**config.mk**
```make
export PLATFORM = sky130hd
export DESIGN_NAME = bounded_stack_with_search_top
export DESIGN_NICKNAME = d
export VERILOG_FILES = /design/src/bstk_pkg.sv /design/src/bounded_stack_with_search_top.sv /design/src/bstk_ram.sv
export SDC_FILE = /design/constraint.sdc
export NUM_CORES = 2
export LEC_CHECK = 0
export ABC_CLOCK_PERIOD_IN_PS = 10750
export BUFFER_PORTS_ARGS = -buffer_cell sky130_fd_sc_hd__clkbuf_2
export CAP_MARGIN = 20
export CORE_MARGIN = 4
export CORE_UTILIZATION = 59
export DETAILED_ROUTE_END_ITERATION = 6
export GPL_TIMING_DRIVEN = 0
export HOLD_SLACK_MARGIN = 0.08
export PLACE_DENSITY = 0.75
export SLEW_MARGIN = 20
export SYNTH_ARGS = -nofsm -noshare
export SYNTH_HDL_FRONTEND = slang
export SYNTH_SLANG_ARGS = --single-unit
```
**constraint.sdc**
```tcl
create_clock -name clk -period 10.75 [get_ports clk]
set_clock_uncertainty 0.15 [all_clocks]
set_input_delay 2.15 -clock clk [delete_from_list [all_inputs] [get_ports clk]]
set_output_delay 2.15 -clock clk [all_outputs]
set_load 0.05 [all_outputs]
```
**src/bstk_pkg.sv**
```systemverilog
package bstk_pkg;

  localparam int DEPTH = 64;
  localparam int AW    = (DEPTH > 1) ? $clog2(DEPTH) : 1;
  localparam int CW    = $clog2(DEPTH + 1);
  localparam int RW    = 7;
  localparam int UW    = (CW > RW) ? CW : RW;
  localparam int VW    = 32;

  localparam logic [RW-1:0] CAP_RESET = RW'(64);

  typedef enum logic [1:0] {
    OP_PUSH  = 2'd0,
    OP_POP   = 2'd1,
    OP_FIND  = 2'd2,
    OP_CLEAR = 2'd3
  } opcode_t;

  typedef enum logic [1:0] {
    ST_OK      = 2'd0,
    ST_FULL    = 2'd1,
    ST_EMPTY   = 2'd2,
    ST_NOMATCH = 2'd3
  } status_t;

  // report a count or a position in the 7-bit result fields
  function automatic logic [RW-1:0] to_rw(input logic [CW-1:0] v);
    logic [CW+RW-1:0] ext;
    ext = {{RW{1'b0}}, v};
    return ext[RW-1:0];
  endfunction

endpackage

```
**src/bounded_stack_with_search_top.sv**
```systemverilog
// Bounded LIFO stack of signed 32-bit words held in one single-port-read
// synchronous memory. Push and clear are answered from the idle state and
// their word waits in the output register; pop runs through memory read,
// capture and output; find reads one stored entry per cycle from the bottom
// up and stops at the first match. Pop and find on an empty stack need no
// read. One item is worked on at a time. The cfg port writes the capacity
// register as given; a push is also refused at the memory depth. Lowering
// it below the current count keeps the entries. No clearing pass runs
// after reset: entries are only read after a push wrote them.
module bounded_stack_with_search_top (
  input  logic                     clk,
  input  logic                     rst,
  input  logic                     s_tvalid,
  output logic                     s_tready,
  input  logic [31:0]              s_tdata,   // value[31:0]
  input  logic [1:0]               s_tuser,   // opcode[1:0]
  output logic                     m_tvalid,
  input  logic                     m_tready,
  output logic [47:0]              m_tdata,   // data[31:0], position[38:32], count[45:39]
  output logic [1:0]               m_tuser,   // status[1:0]
  input  logic                     cfg_valid,
  output logic                     cfg_ready,
  input  logic [bstk_pkg::RW-1:0]  cfg_data
);

  import bstk_pkg::*;

  typedef enum logic [3:0] {
    S_IDLE = 4'b0001,
    S_POP  = 4'b0010,
    S_FIND = 4'b0100,
    S_RESP = 4'b1000
  } state_t;

  state_t          state;
  logic [CW-1:0]   count;
  logic [RW-1:0]   cap;
  logic [VW-1:0]   key;
  logic [CW-1:0]   idx;
  logic            rd_pend;
  logic [AW-1:0]   rd_idx;
  status_t         res_status;
  logic [VW-1:0]   res_data;
  logic [RW-1:0]   res_pos;

  logic            ram_we;
  logic            ram_re;
  logic [AW-1:0]   ram_waddr;
  logic [AW-1:0]   ram_raddr;
  logic [VW-1:0]   ram_rdata;

  logic            accept;
  logic            out_free;
  logic            out_load;
  logic            full;
  logic            hit;
  logic            scan_done;
  opcode_t         op;

  assign out_free  = !m_tvalid || m_tready;
  assign s_tready  = (state == S_IDLE) && out_free;
  assign accept    = s_tvalid && s_tready;
  assign cfg_ready = 1'b1;
  assign op        = opcode_t'(s_tuser);

  // load the output register from an immediate answer or a finished pop or find
  assign out_load  = (accept && (op == OP_PUSH || op == OP_CLEAR || count == '0)) ||
                     (state == S_RESP && out_free);

  assign full      = (UW'(count) >= UW'(cap)) || (count == CW'(DEPTH));
  assign hit       = rd_pend && (ram_rdata == key);
  assign scan_done = !hit && (idx == count);

  always_comb begin
    ram_we    = 1'b0;
    ram_waddr = count[AW-1:0];
    ram_re    = 1'b0;
    ram_raddr = idx[AW-1:0];
    case (state)
      S_IDLE: begin
        if (accept && op == OP_PUSH && !full) begin
          ram_we = 1'b1;
        end
        if (accept && op == OP_POP && count != '0) begin
          ram_re    = 1'b1;
          ram_raddr = count[AW-1:0] - AW'(1);
        end
      end
      S_FIND: begin
        if (!hit && idx != count) begin
          ram_re = 1'b1;
        end
      end
      default: begin
      end
    endcase
  end

  bstk_ram #(
    .WIDTH(VW),
    .DEPTH(DEPTH)
  ) u_ram (
    .clk  (clk),
    .we   (ram_we),
    .waddr(ram_waddr),
    .wdata(s_tdata),
    .re   (ram_re),
    .raddr(ram_raddr),
    .rdata(ram_rdata)
  );

  always_ff @(posedge clk) begin
    if (rst) begin
      state    <= S_IDLE;
      count    <= '0;
      cap      <= CAP_RESET;
      rd_pend  <= 1'b0;
      m_tvalid <= 1'b0;
    end else begin
      if (cfg_valid && cfg_ready) begin
        cap <= cfg_data;
      end
      if (out_load) begin
        m_tvalid <= 1'b1;
      end else if (m_tvalid && m_tready) begin
        m_tvalid <= 1'b0;
      end
      case (state)
        S_IDLE: begin
          if (accept) begin
            case (op)
              OP_PUSH: begin
                if (full) begin
                  m_tuser <= ST_FULL;
                  m_tdata <= {2'b00, to_rw(count), {RW{1'b0}}, {VW{1'b0}}};
                end else begin
                  count   <= count + CW'(1);
                  m_tuser <= ST_OK;
                  m_tdata <= {2'b00, to_rw(count + CW'(1)), {RW{1'b0}}, {VW{1'b0}}};
                end
              end
              OP_POP: begin
                if (count == '0) begin
                  m_tuser  <= ST_EMPTY;
                  m_tdata  <= '0;
                end else begin
                  count <= count - CW'(1);
                  state <= S_POP;
                end
              end
              OP_FIND: begin
                if (count == '0) begin
                  m_tuser  <= ST_NOMATCH;
                  m_tdata  <= '0;
                end else begin
                  key     <= s_tdata;
                  idx     <= '0;
                  rd_pend <= 1'b0;
                  state   <= S_FIND;
                end
              end
              OP_CLEAR: begin
                count    <= '0;
                m_tuser  <= ST_OK;
                m_tdata  <= '0;
              end
              default: begin
              end
            endcase
          end
        end
        S_POP: begin
          res_status <= ST_OK;
          res_data   <= ram_rdata;
          res_pos    <= '0;
          state      <= S_RESP;
        end
        S_FIND: begin
          // compare the word read last cycle while the next read goes out
          if (hit) begin
            res_status <= ST_OK;
            res_data   <= key;
            res_pos    <= to_rw(CW'(rd_idx) + CW'(1));
            rd_pend    <= 1'b0;
            state      <= S_RESP;
          end else if (scan_done) begin
            res_status <= ST_NOMATCH;
            res_data   <= '0;
            res_pos    <= '0;
            rd_pend    <= 1'b0;
            state      <= S_RESP;
          end else begin
            rd_pend <= 1'b1;
            rd_idx  <= idx[AW-1:0];
            idx     <= idx + CW'(1);
          end
        end
        S_RESP: begin
          if (out_free) begin
            m_tuser  <= res_status;
            m_tdata  <= {2'b00, to_rw(count), res_pos, res_data};
            state    <= S_IDLE;
          end
        end
        default: begin
          state <= S_IDLE;
        end
      endcase
    end
  end

`ifndef ASSERT_OFF
  a_count_bound: assert property (@(posedge clk) disable iff (rst)
    UW'(count) <= UW'(DEPTH))
    else $error("entry count beyond depth");

  a_push_grow: assert property (@(posedge clk) disable iff (rst)
    (accept && op == OP_PUSH && !full) |=> count == $past(count) + CW'(1))
    else $error("accepted push did not grow the stack");

  a_scan_bound: assert property (@(posedge clk) disable iff (rst)
    (state == S_FIND) |-> (idx <= count && count != '0))
    else $error("search index past the top entry");

  a_no_write_busy: assert property (@(posedge clk) disable iff (rst)
    ram_we |-> (state == S_IDLE && !ram_re))
    else $error("memory write outside an accepted push");

  a_pend_find: assert property (@(posedge clk) disable iff (rst)
    rd_pend |-> state == S_FIND)
    else $error("pending search read outside the search");
`endif

endmodule

```
**src/bstk_ram.sv**
```systemverilog
module bstk_ram #(
  parameter int WIDTH = 32,
  parameter int DEPTH = 64,
  localparam int AW = (DEPTH > 1) ? $clog2(DEPTH) : 1
) (
  input  logic             clk,
  input  logic             we,
  input  logic [AW-1:0]    waddr,
  input  logic [WIDTH-1:0] wdata,
  input  logic             re,
  input  logic [AW-1:0]    raddr,
  output logic [WIDTH-1:0] rdata
);

  logic [WIDTH-1:0] mem [DEPTH];

  always_ff @(posedge clk) begin
    if (we) begin
      mem[waddr] <= wdata;
    end
    // hold the last word read until the next read
    if (re) begin
      rdata <= mem[raddr];
    end
  end

endmodule
```
==> flow_metrics.py <==
metrics = {
    "logic_synthesis": {
        "synthAdderAreaFrac": 0.00229,
        "synth_top_family_by_area": "simple AND/OR/NAND/NOR gates",
        "synth_xor_area_frac": 0.00532,
        "postSynth.asyncResetShare": 0,
        "synth-simple-area-share": 0.0893,
        "synth_compound_area_frac": 0.0591,
        "yosys_warnings": 0,
        "yosysUniqueCellTypes": 52,
        "ys_seq_area_frac": 0.766,
        "yosys_register_bits": 2233,
        "syn_inst": 5865,
        "syn_avg_cell_area_um2": 14.9,
        "synth_ff_type": "edfxtp_1",
        "synth.area.mux_share": 0.0599,
        "syn-cell-area_um2": 87300,
        "synth_edf_count": 2213,
    },
    "cells_and_area": {
        "area_growth_pct": 15.4,
        "final_cell_mix": "2213 x edfxtp_1, 1099 x nand2_1, 518 x mux2i_1",
        "drive_above_1_share": 0.116,
        "regArea_um2": 66900,
        "nets": 6380,
        "final_common_cell": "edfxtp_1",
        "multiInputGateArea_um2": 19600,
        "fin_cells": 8416,
        "fill_cells": 9143,
    },
    "run_status": {
        "failed_checks": "DRC",
        "outcome": "finished with violations",
    },
    "timing": {
        "slew_viol_final": 0,
        "finalHoldViolations": 0,
        "fin_tns_setup_ns": 0,
        "holdWs_ns": 0.305,
        "period_needed_ns": 8.06,
        "fmax_mhz": 124,
        "setup_viol": 0,
        "final.period_utilization": 0.750,
        "finalWorstSetupSlack_ns": 2.69,
        "worst_pin_slew_ns": 1.33,
        "rsz0062_at_grt": "no",
        "slew_headroom": 0.112,
    },
    "die": {
        "fp.dieH_um": 393,
        "die_width_um": 393,
        "die_area_um2": 154000,
        "ioPinCount": 99,
        "core-area_um2": 146000,
        "initial_core_util": 0.597,
        "rows": 140,
    },
    "placed_design": {
        "place_inst": 8019,
        "place_ws_ns": 2.52,
        "hpwlAfterDp_um": 194000,
        "port_buffers": 94,
        "gp_congestion": 0.985,
    },
    "min_path": {
        "min_from": "idx[2]",
        "hold_depth": 0,
        "hold_class": "flop to flop",
        "min_to": "rd_idx[2]",
    },
    "worst_setup_path": {
        "cp_max_fo": 10,
        "worstRegToRegCells": 13,
        "worstReg2RegStart": "count[0]",
        "crit_path_end_kind": "flop",
        "r2r_slack_ns": 2.71,
        "crit_type": "input port to flop",
        "arrival_ns": 8.52,
        "crit_required_ns": 11.21,
        "startpoint_type": "input port",
        "reg2reg_to": "u_ram.rdata[27]",
    },
    "power_and_ir_drop": {
        "vdd_drop_max_uv": 193,
        "p_leak_nw": 34.0,
        "power_density_nw_per_um2": 187,
    },
    "clock_network": {
        "cts-root-buf": "clkbuf_16",
        "path_clk_slew_ns": 0.06,
        "hold_buffers": 0,
        "cts.repair.resized": 0,
        "max-clock-path-buffers": 3,
        "h-tree-depth": 4,
        "cts_buffers": 209,
        "insertion_delay_ns": 0.87,
        "cts_tree": "built",
        "cts_num_sinks": 2233,
        "cts_setup_buffers": 0,
    },
    "global_routing": {
        "grt_pass1_wl_um": 401000,
        "grt_pass1_vias": 55100,
        "antenna_found_initial": 25,
        "grt_usage": 0.372,
        "grt_overflow": 0,
        "grt_max_degree": 66,
    },
    "route": {
        "routed_wl_um": 290000,
        "drt_iter0_markers": 10700,
        "routedWlPerCell_um": 34.4,
        "viasPerCell": 6.91,
        "drc": 29,
        "firstDrtPassIters": 7,
        "vias": 58200,
        "ant_nets": 0,
    },
    "job": {
        "drv_cap": 0,
    },
}
layout make-up:
class / instances / share of cell area
plain buffers: 365 / 0.0152
diodes: 16 / 0.000397
clock buffers: 254 / 0.0538
flip-flops and latches: 2233 / 0.664
inverters: 21 / 0.000782
repair buffers: 241 / 0.0364
well taps: 1917 / 0.0238
clock inverters: 122 / 0.0119
multi-input cells: 3247 / 0.194
critical path: stages:
cell and delay (ns):
clkbuf_2 0.12, inv_1 0.11, ha_1 0.33, nand2_1 0.14, a2111oi_4 0.69, mux2i_2 0.94
nand2_2 0.49, buf_2 0.48, clkbuf_1 0.49, o221ai_1 0.76, a21oi_1 0.19, nor4_1 1.11
or4_1 0.49
registers in the layout, summed over array words and instances (netlist names):
| signal | flops |
|---|---|
| m_tuser | 2 |
| res_data | 32 |
| m_tdata | 46 |
| cap | 7 |
| key | 32 |
| rd_idx | 6 |
| u_ram.mem | 2048 |
| m_tvalid | 1 |
| state | 4 |
| res_pos | 7 |
| u_ram.rdata | 32 |
| count | 7 |
| idx | 7 |
| res_status | 1 |
| rd_pend | 1 |
stage by stage:
step | power [mW] | utilization | cell area [um^2]
final | 18.8 | 0.689 | 101000
after global routing | 19.2 | 0.689 | 101000
after CTS | 18.7 | 0.688 | 101000
after detailed placement | 11.6 | 0.643 | 94000
after global placement | 11.5 | 0.617 | 90200
after floorplan | 10.8 | - | 87300
cells by family (layout without fill, tap and decap cells):
family | after synthesis | in the layout
AOI/OAI and AO/OA | 888 | 888
xor gates and xnor gates | 53 | 53
adders and majority gates | 16 | 16
buffers and inverters | 386 | 1003
DFF | 2233 | 2233
muxes | 522 | 522
other | 2 | 19
and+or+nand+nor | 1765 | 1765
cell usage after synthesis (81+ instances only):
cell type | n | area, um^2
nor4_1 | 197 | 1230
buf_2 | 96 | 480
edfxtp_1 | 2213 | 66500
nor2_1 | 105 | 394
nand3_1 | 146 | 731
nor3_1 | 94 | 470
clkbuf_1 | 208 | 781
mux2i_1 | 519 | 5190
nand2_1 | 1099 | 4130
o22ai_1 | 184 | 1150
a21oi_1 | 474 | 2370
o21ai_0 | 81 | 405
how the worst max path moves through the flow:
| stage | from | end | slack, ns | cells after the start |
|---|---|---|---|---|
| after global routing | count[0] | u_ram.rdata[27] | 3.08 | 13 |
| after floorplan | s_tuser[0] | m_tdata[0] | 4.25 | 5 |
| final | s_tuser[1] | u_ram.rdata[27] | 2.69 | 13 |
| after CTS | s_tuser[1] | u_ram.rdata[22] | 3.41 | 13 |
| after detailed placement | s_tuser[1] | u_ram.rdata[22] | 2.52 | 13 |
| after global placement | s_tuser[1] | u_ram.rdata[19] | 2.10 | 13 |
routing by layer:
layer  wire (um)  part of all wire  vias up  GRT usage
met5          80           0.00028        -    0.00159
met4       24200             0.083       12      0.246
met3       48000              0.17     1263      0.146
met2      124000              0.43     5531      0.537
met1       93800              0.32    28100      0.470
li1            -                 -    23300          -
where the power goes:
group          internal (mW)  switching [mW]
Clock                   4.06            3.23
Combinational          0.441            1.39
Sequential              9.66          0.0307
Note: power is estimated with default switching activity, not from simulation.
